## config.mk

```make
export PLATFORM = sky130hd
export DESIGN_NAME = modular_exponentiation_unit
export DESIGN_NICKNAME = d
export VERILOG_FILES = /design/src/rtl/modexp_pkg.sv /design/src/rtl/modular_exponentiation_unit.sv /design/src/rtl/modexp_ctrl.sv /design/src/rtl/modexp_dp.sv
export SDC_FILE = /design/constraint.sdc
export NUM_CORES = 2
export LEC_CHECK = 0
export BUFFER_PORTS_ARGS = -buffer_cell sky130_fd_sc_hd__buf_2
export CAP_MARGIN = 0
export CORE_MARGIN = 2
export CORE_UTILIZATION = 55
export DETAILED_ROUTE_END_ITERATION = 10
export PLACE_DENSITY = 0.8
export SYNTH_ARGS = -nofsm -noshare
export SYNTH_HDL_FRONTEND = slang
export SYNTH_SLANG_ARGS = --single-unit
```

## constraint.sdc

```tcl
create_clock -name i_clk -period 26.4 [get_ports i_clk]
set_input_delay 2.64 -clock i_clk [delete_from_list [all_inputs] [get_ports i_clk]]
set_output_delay 2.64 -clock i_clk [all_outputs]
set_load 0.05 [all_outputs]
```

## src/rtl/modexp_pkg.sv

```systemverilog
// types and constants shared by the modular exponentiation unit
// used by modexp_ctrl, modexp_dp and modular_exponentiation_unit; no dependencies
`default_nettype none

package modexp_pkg;

    // configuration port
    localparam int CFG_DATA_W = 32;
    localparam int CFG_IDX_W  = 2;

    localparam logic [CFG_IDX_W-1:0] CFG_EXPONENT = 2'd0;
    localparam logic [CFG_IDX_W-1:0] CFG_MODULUS  = 2'd1;

    localparam logic [CFG_DATA_W-1:0] EXPONENT_RESET = 32'd17;
    localparam logic [CFG_DATA_W-1:0] MODULUS_RESET  = 32'd3233;

    // which product the shared multiplier forms, and where the residue goes
    typedef enum logic [1:0] {
        MUL_BASE,    // base * 1 -> sq
        MUL_ACC_SQ,  // acc * sq -> acc
        MUL_SQ_SQ    // sq * sq  -> sq
    } t_mul_op;

    typedef enum logic [1:0] {
        RES_BASE,
        RES_ZERO,
        RES_ACC
    } t_res_sel;

    typedef struct packed {
        logic     load;    // capture base, exponent, last flag; acc = 1
        logic     mul;     // register the product, clear the remainder
        logic     red;     // one restoring-division step
        logic     wb;      // write the remainder back
        logic     shift;   // exponent >> 1
        logic     res_we;  // capture the result
        t_mul_op  op;
        t_res_sel res_sel;
    } t_dp_cmd;

    typedef struct packed {
        logic exp_lt2;
        logic mod_lt2;
        logic exp_lsb;
        logic exp_hi_zero;
    } t_dp_stat;

endpackage

`default_nettype wire

```

## src/rtl/modular_exponentiation_unit.sv

```systemverilog
// top level of the modular exponentiation unit: configuration registers,
// controller and datapath; depends on modexp_pkg, modexp_ctrl, modexp_dp
//
//   port group   direction  handshake               payload
//   request      in         i_start / o_busy        i_base_value, i_is_last
//   result       out        o_done (one-cycle)      o_power_value, o_last_out
//   config       in         i_cfg_we                i_cfg_index, i_cfg_data
//
// a request is taken when i_start is high and o_busy is low; exponent or modulus below 2:
// the result is registered straight from the check state
// otherwise each square or multiply goes through the product register, the bit-serial reducer
// and the write-back; o_busy drops with o_done, so the next request
// can go in at the result edge; synchronous active-low reset; o_done is never held
`default_nettype none

module modular_exponentiation_unit
    import modexp_pkg::*;
#(
    parameter int VALUE_WIDTH = 32
) (
    input  wire logic                   i_clk,
    input  wire logic                   i_rst_n,
    input  wire logic                   i_start,
    input  wire logic [VALUE_WIDTH-1:0] i_base_value,
    input  wire logic                   i_is_last,
    output logic                        o_busy,
    output logic                        o_done,
    output logic [VALUE_WIDTH-1:0]      o_power_value,
    output logic                        o_last_out,
    input  wire logic                   i_cfg_we,
    input  wire logic [CFG_IDX_W-1:0]   i_cfg_index,
    input  wire logic [CFG_DATA_W-1:0]  i_cfg_data
);

    logic [VALUE_WIDTH-1:0] r_exponent, r_modulus;
    t_dp_cmd                cmd;
    t_dp_stat               stat;

    // only the low VALUE_WIDTH bits of each register are ever used
    always_ff @(posedge i_clk) begin
        if (!i_rst_n) begin
            r_exponent <= EXPONENT_RESET[VALUE_WIDTH-1:0];
            r_modulus  <= MODULUS_RESET[VALUE_WIDTH-1:0];
        end else if (i_cfg_we) begin
            case (i_cfg_index)
                CFG_EXPONENT: r_exponent <= i_cfg_data[VALUE_WIDTH-1:0];
                CFG_MODULUS:  r_modulus  <= i_cfg_data[VALUE_WIDTH-1:0];
                default: ;
            endcase
        end
    end

    modexp_ctrl #(
        .VALUE_WIDTH(VALUE_WIDTH)
    ) u_ctrl (
        .i_clk   (i_clk),
        .i_rst_n (i_rst_n),
        .i_start (i_start),
        .i_stat  (stat),
        .o_cmd   (cmd),
        .o_busy  (o_busy),
        .o_done  (o_done)
    );

    modexp_dp #(
        .VALUE_WIDTH(VALUE_WIDTH)
    ) u_dp (
        .i_clk         (i_clk),
        .i_rst_n       (i_rst_n),
        .i_cmd         (cmd),
        .i_base_value  (i_base_value),
        .i_is_last     (i_is_last),
        .i_exponent    (r_exponent),
        .i_modulus     (r_modulus),
        .o_stat        (stat),
        .o_power_value (o_power_value),
        .o_last_out    (o_last_out)
    );

    a_cfg_idle: assert property (@(posedge i_clk) disable iff (!i_rst_n)
        o_busy |=> $stable(r_exponent) && $stable(r_modulus))
        else $error("configuration changed while busy");

endmodule

`default_nettype wire

```

## src/rtl/modexp_ctrl.sv

```systemverilog
// controller of the modular exponentiation unit: square-and-multiply sequencing
// depends on modexp_pkg; drives modexp_dp through t_dp_cmd, reads t_dp_stat
`default_nettype none

module modexp_ctrl
    import modexp_pkg::*;
#(
    parameter int VALUE_WIDTH = 32
) (
    input  wire logic     i_clk,
    input  wire logic     i_rst_n,
    input  wire logic     i_start,
    input  wire t_dp_stat i_stat,
    output t_dp_cmd       o_cmd,
    output logic          o_busy,
    output logic          o_done
);

    localparam int CNT_W = $clog2(2 * VALUE_WIDTH);
    localparam logic [CNT_W-1:0] CNT_LAST = CNT_W'(2 * VALUE_WIDTH - 1);

    typedef enum logic [2:0] {
        S_IDLE,
        S_CHECK,
        S_MUL,
        S_RED,
        S_WB,
        S_BIT,
        S_NEXT
    } t_state;

    t_state           r_state, n_state;
    t_mul_op          r_op, n_op;
    logic [CNT_W-1:0] r_cnt, n_cnt;
    logic             r_done, n_done;

    always_comb begin
        n_state = r_state;
        n_op    = r_op;
        n_cnt   = r_cnt;
        n_done  = 1'b0;
        o_cmd   = '0;
        o_cmd.op      = r_op;
        o_cmd.res_sel = RES_ACC;
        case (r_state)
            S_IDLE: begin
                if (i_start) begin
                    o_cmd.load = 1'b1;
                    n_state    = S_CHECK;
                end
            end
            S_CHECK: begin
                if (i_stat.exp_lt2) begin
                    o_cmd.res_we  = 1'b1;
                    o_cmd.res_sel = RES_BASE;
                    n_done        = 1'b1;
                    n_state       = S_IDLE;
                end else if (i_stat.mod_lt2) begin
                    o_cmd.res_we  = 1'b1;
                    o_cmd.res_sel = RES_ZERO;
                    n_done        = 1'b1;
                    n_state       = S_IDLE;
                end else begin
                    n_op    = MUL_BASE;
                    n_state = S_MUL;
                end
            end
            S_MUL: begin
                o_cmd.mul = 1'b1;
                n_cnt     = '0;
                n_state   = S_RED;
            end
            S_RED: begin
                o_cmd.red = 1'b1;
                n_cnt     = r_cnt + CNT_W'(1);
                if (r_cnt == CNT_LAST) begin
                    n_state = S_WB;
                end
            end
            S_WB: begin
                o_cmd.wb = 1'b1;
                case (r_op)
                    MUL_BASE:   n_state = S_BIT;
                    MUL_ACC_SQ: n_state = S_NEXT;
                    MUL_SQ_SQ: begin
                        o_cmd.shift = 1'b1;
                        n_state     = S_BIT;
                    end
                    default:    n_state = S_IDLE;
                endcase
            end
            S_BIT: begin
                if (i_stat.exp_lsb) begin
                    n_op    = MUL_ACC_SQ;
                    n_state = S_MUL;
                end else begin
                    n_state = S_NEXT;
                end
            end
            S_NEXT: begin
                // no more exponent bits: the last square is not needed
                if (i_stat.exp_hi_zero) begin
                    o_cmd.res_we  = 1'b1;
                    o_cmd.res_sel = RES_ACC;
                    n_done        = 1'b1;
                    n_state       = S_IDLE;
                end else begin
                    n_op    = MUL_SQ_SQ;
                    n_state = S_MUL;
                end
            end
            default: n_state = S_IDLE;
        endcase
    end

    always_ff @(posedge i_clk) begin
        if (!i_rst_n) begin
            r_state <= S_IDLE;
            r_op    <= MUL_BASE;
            r_cnt   <= '0;
            r_done  <= 1'b0;
        end else begin
            r_state <= n_state;
            r_op    <= n_op;
            r_cnt   <= n_cnt;
            r_done  <= n_done;
        end
    end

    assign o_busy = (r_state != S_IDLE);
    assign o_done = r_done;

    a_done_single: assert property (@(posedge i_clk) disable iff (!i_rst_n)
        r_done |=> !r_done)
        else $error("done strobe longer than one cycle");

    a_done_idle: assert property (@(posedge i_clk) disable iff (!i_rst_n)
        r_done |-> r_state == S_IDLE)
        else $error("result strobe while still working");

    a_start_busy: assert property (@(posedge i_clk) disable iff (!i_rst_n)
        (i_start && r_state == S_IDLE) |=> r_state == S_CHECK)
        else $error("request not taken");

endmodule

`default_nettype wire

```

## src/rtl/modexp_dp.sv

```systemverilog
// datapath of the modular exponentiation unit: multiplier, bit-serial reducer,
// acc / sq / exponent registers; depends on modexp_pkg, driven by modexp_ctrl
`default_nettype none

module modexp_dp
    import modexp_pkg::*;
#(
    parameter int VALUE_WIDTH = 32
) (
    input  wire logic                   i_clk,
    input  wire logic                   i_rst_n,
    input  wire t_dp_cmd                i_cmd,
    input  wire logic [VALUE_WIDTH-1:0] i_base_value,
    input  wire logic                   i_is_last,
    input  wire logic [VALUE_WIDTH-1:0] i_exponent,
    input  wire logic [VALUE_WIDTH-1:0] i_modulus,
    output t_dp_stat                    o_stat,
    output logic [VALUE_WIDTH-1:0]      o_power_value,
    output logic                        o_last_out
);

    localparam int W = VALUE_WIDTH;

    logic [W-1:0]   r_base, r_exp, r_acc, r_sq, r_rem, r_result;
    logic [2*W-1:0] r_prod;
    logic           r_last, r_last_out;

    logic [W-1:0]   mul_a, mul_b, rem_next;
    logic [2*W-1:0] prod;
    logic [W:0]     trial;

    always_comb begin
        case (i_cmd.op)
            MUL_BASE: begin
                mul_a = r_base;
                mul_b = W'(1);
            end
            MUL_ACC_SQ: begin
                mul_a = r_acc;
                mul_b = r_sq;
            end
            MUL_SQ_SQ: begin
                mul_a = r_sq;
                mul_b = r_sq;
            end
            default: begin
                mul_a = r_sq;
                mul_b = r_sq;
            end
        endcase
    end

    assign prod = (2*W)'(mul_a) * (2*W)'(mul_b);

    // restoring division step: bring in the next product bit, subtract if it fits
    assign trial    = {r_rem, r_prod[2*W-1]};
    assign rem_next = (trial >= {1'b0, i_modulus}) ? W'(trial - {1'b0, i_modulus})
                                                   : trial[W-1:0];

    always_ff @(posedge i_clk) begin
        if (i_cmd.load) begin
            r_base <= i_base_value;
            r_exp  <= i_exponent;
            r_acc  <= W'(1);
            r_last <= i_is_last;
        end
        if (i_cmd.mul) begin
            r_prod <= prod;
            r_rem  <= '0;
        end
        if (i_cmd.red) begin
            r_prod <= {r_prod[2*W-2:0], 1'b0};
            r_rem  <= rem_next;
        end
        if (i_cmd.wb) begin
            if (i_cmd.op == MUL_ACC_SQ) begin
                r_acc <= r_rem;
            end else begin
                r_sq <= r_rem;
            end
        end
        if (i_cmd.shift) begin
            r_exp <= {1'b0, r_exp[W-1:1]};
        end
        if (i_cmd.res_we) begin
            r_last_out <= r_last;
            case (i_cmd.res_sel)
                RES_BASE: r_result <= r_base;
                RES_ZERO: r_result <= '0;
                RES_ACC:  r_result <= r_acc;
                default:  r_result <= '0;
            endcase
        end
    end

    assign o_stat.exp_lt2     = (i_exponent[W-1:1] == '0);
    assign o_stat.mod_lt2     = (i_modulus[W-1:1] == '0);
    assign o_stat.exp_lsb     = r_exp[0];
    assign o_stat.exp_hi_zero = (r_exp[W-1:1] == '0);

    assign o_power_value = r_result;
    assign o_last_out    = r_last_out;

    a_rem_below_mod: assert property (@(posedge i_clk) disable iff (!i_rst_n)
        (i_cmd.red && !o_stat.mod_lt2) |=> r_rem < i_modulus)
        else $error("remainder not reduced");

    a_wb_after_red: assert property (@(posedge i_clk) disable iff (!i_rst_n)
        i_cmd.wb |-> $past(i_cmd.red))
        else $error("write-back without reduction");

endmodule

`default_nettype wire

```

==> out/summary.txt <==
WS Path Type - reg -> reg
Number of remaining DRC errors - 0
Setup crit end kind - flop
Global route overflow - 0
Die span in x - 298 µm
Worst-path cell chain - nand2_2, buf_4, nor2_1, a21oi_1, nand2_1, fa_1, inv_1, fa_1, fa_1, fa_1, fa_1, fa_1, fa_1, ha_1, ha_1, nand2_1, o21ai_0, nor3b_1, a31oi_1, nand3_1, o31ai_1, xnor2_1, o21ai_0
Syn avg cell area - 9.05 µm²
Endpoints failing hold - 0
Least-Margin Pin Slew - 1.53 ns
Largest net degree at the start of global routing - 81
# port buffers - 105
CP most frequent cell - fa_1
Vias in the first global route - 39700
WP data arrival - 10.81 ns
Worst Slack Setup Final - 15.89 ns
CTS tree - done
Unique masters post-synth - 89
Via Count - 38300
Ys flop type - edfxtp_1
Register area share after synthesis - 18.7%
Initial DRC count - 4266
Hpwl dp - 117 mm
Hold WS - 0.419 ns
Failing checks - capacitance limit, slew limit
GP Congestion - 1.11
Synth Warn # - 0
Placed instance count - 6347
R2R depth - 23
CTS Hold Buffers Added - 0
Worst skew pair latency - 0.63 ns
Crit Path Max Fanout - 66
H-tree levels - 1
Final TNS setup - 0 ns
Fin Clk Skew - 0.0627 ns
Reg2reg start - u_ctrl.r_op[0]
#FFs+latches synth - 334
Routed length on met2 - 64.6 mm
First-pass GRT wire length - 232 mm
Met3 wire len - 20.7 mm
Synth top area cells - fa_1, edfxtp_1, ha_1, inv_1, nor2_1
Clock Pin Slew Worst Setup and Hold Paths - 0.07 ns
Post-Synthesis Cells - 5268
Die Ht - 298 µm
CTS sink cnt - 334
Setup bufs post-CTS - 0
Die area - 0.0891 mm²
Met1 WL - 54.1 mm
RSZ-0062 raised after global routing - false
Worst Path Required - 26.70 ns
HP Class - reg -> reg
Area delta synth->final - 5.80%
Post-route ant nets - 0
Post-synth EDFFs - 224
Routed length per instance - 23.3 µm
Fmax achieved - 95.1 MHz
Via density - 5.98
Place WS - 16.31 ns
Max Slew Vio Count - 23
Routed wire length - 149 mm
Worst path top cell family by delay - adder cells
Worst Hold End - u_dp.o_last_out
Final Instance Count excl. Fillers - 6403
Starting Density - 55.7%
Synth top area share - 37.7%
Syn nets - 6532
Slowest stage cell, crit path - a21oi_1
Antenna cells - 0
CTS resizes - 0
MaxCap Viol Count - 1
Total GRT Usage - 34.1%
Synth area leader - fa_1
Async SR Flop Fraction - 0%
Rel. slew slack - -1.74%
Worst R2R Setup Slack - 15.89 ns
Core Area - 0.0855 mm²
Outcome - complete, but fails checks
Final setup vio count - 0
Top Layer Used - met5
# fillers - 7115
Period utilization - 39.8%
Share of cells above drive strength 1 - 6.86%
Root buf cell - clkbuf_16
Buf/Inv on CP - 2
Max clock buf depth - 3
Worst hold path stage count - 0
# nets final - 6499
Crit path largest cell delay - 0.99 ns
Hold path start - u_dp.r_last
Mapped Area - 0.0477 mm²
TritonCTS Buffers - 30
1st-pass router iterations - 6
Row count - 107
Startpoint types - flop
Initial antenna violation count - 7
Min cycle time layout - 10.51 ns
R2r endpoint - u_dp.r_prod[47]
Boundary pin count - 106
layout make-up:
cell class	instances	area, µm²	area share (%)
clock buffers	37	797	1.58
clock inverters	19	158	0.313
inverters	938	3520	6.98
multi-input cells	3717	34300	67.9
flip-flops and latches	334	8930	17.7
well taps	1144	1430	2.84
repair buffers	214	1340	2.66
cell usage after synthesis (all sizes together) (5+ instances only):
master and number:
mux2i 11, or3 5, o21a 8, a22oi 9, a21boi 62, a22o 67, a31oi 19, a211oi 13
edfxtp 224, o22ai 33, nor2b 14, o21bai 18, nand2 754, and3 13, nand3 72, buf 29
o211ai 13, xor2 36, nor4 26, dfxtp 110, nor3 15, a21oi 192, clkbuf 249, o31ai 8
or2 29, a21o 59, fa 897, nand4 33, xnor2 47, or4 5, nor2 756, and2 12
ha 296, o21ai 128, inv 937, nand2b 12
how the worst max path moves through the flow:
stage / start / slack, ns / end / cells after the start
2_1_floorplan: u_ctrl.r_op[1] / 17.84 / u_dp.r_prod[62] / 31
3_3_place_gp: u_ctrl.r_op[0] / 16.46 / u_dp.r_prod[47] / 27
3_5_place_dp: u_ctrl.r_op[0] / 16.31 / u_dp.r_prod[47] / 27
4_1_cts: u_ctrl.r_op[0] / 16.22 / u_dp.r_prod[47] / 27
5_1_grt: u_ctrl.r_op[0] / 15.69 / u_dp.r_prod[47] / 27
6_report: u_ctrl.r_op[0] / 15.89 / u_dp.r_prod[47] / 23
cells in the final DEF, fill, tap and decap left out, types with 105 or more instances in the layout:
master    instances
a21oi_1         186
buf_2           105
buf_4           109
dfxtp_1         109
edfxtp_1        224
fa_1            897
ha_1            296
inv_1           936
nand2_1         752
nor2_1          742
o21ai_0         123
state kept, by name, indices dropped and copies added (netlist names):
register	cells
u_ctrl.o_done	1
u_ctrl.r_state	3
u_dp.r_exp	32
u_dp.r_rem	32
u_ctrl.r_cnt	6
r_modulus	32
u_dp.r_base	32
u_dp.o_last_out	1
u_dp.o_power_value	32
r_exponent	32
u_dp.r_sq	32
u_dp.r_last	1
u_dp.r_acc	32
u_dp.r_prod	64
u_ctrl.r_op	2
metrics by stage:
| step | utilization (%) | area (µm²) |
|---|---|---|
| floorplan | - | 47700 |
| CTS | 59.0 | 50400 |
| global placement | 57.9 | 49500 |
| global route | 59.0 | 50400 |
| detailed placement | 57.9 | 49500 |
| finish | 59.0 | 50400 |
routing by layer:
layer / vias to the layer above / track usage [%]
li1: 16300 / -
met5: - / 0
met4: 10 / 18.4
met3: 568 / 10.0
met2: 2619 / 51.3
met1: 18800 / 44.8
cell families (layout without fill, tap and decap cells):
logic type | Yosys count | after routing | share of synthesized area (%)
buf+inv | 1217 | 1208 | 9.89
compound gates | 668 | 668 | 9.10
mux | 11 | 11 | 0.231
flops | 334 | 334 | 18.7
xor+xnor | 83 | 83 | 1.52
fa+ha+maj | 1193 | 1193 | 45.4
simple gates | 1762 | 1762 | 15.1
Power is left out: the tool's default activity adds up to more than one toggle a clock period on the data nets, which glitch-free logic cannot reach.
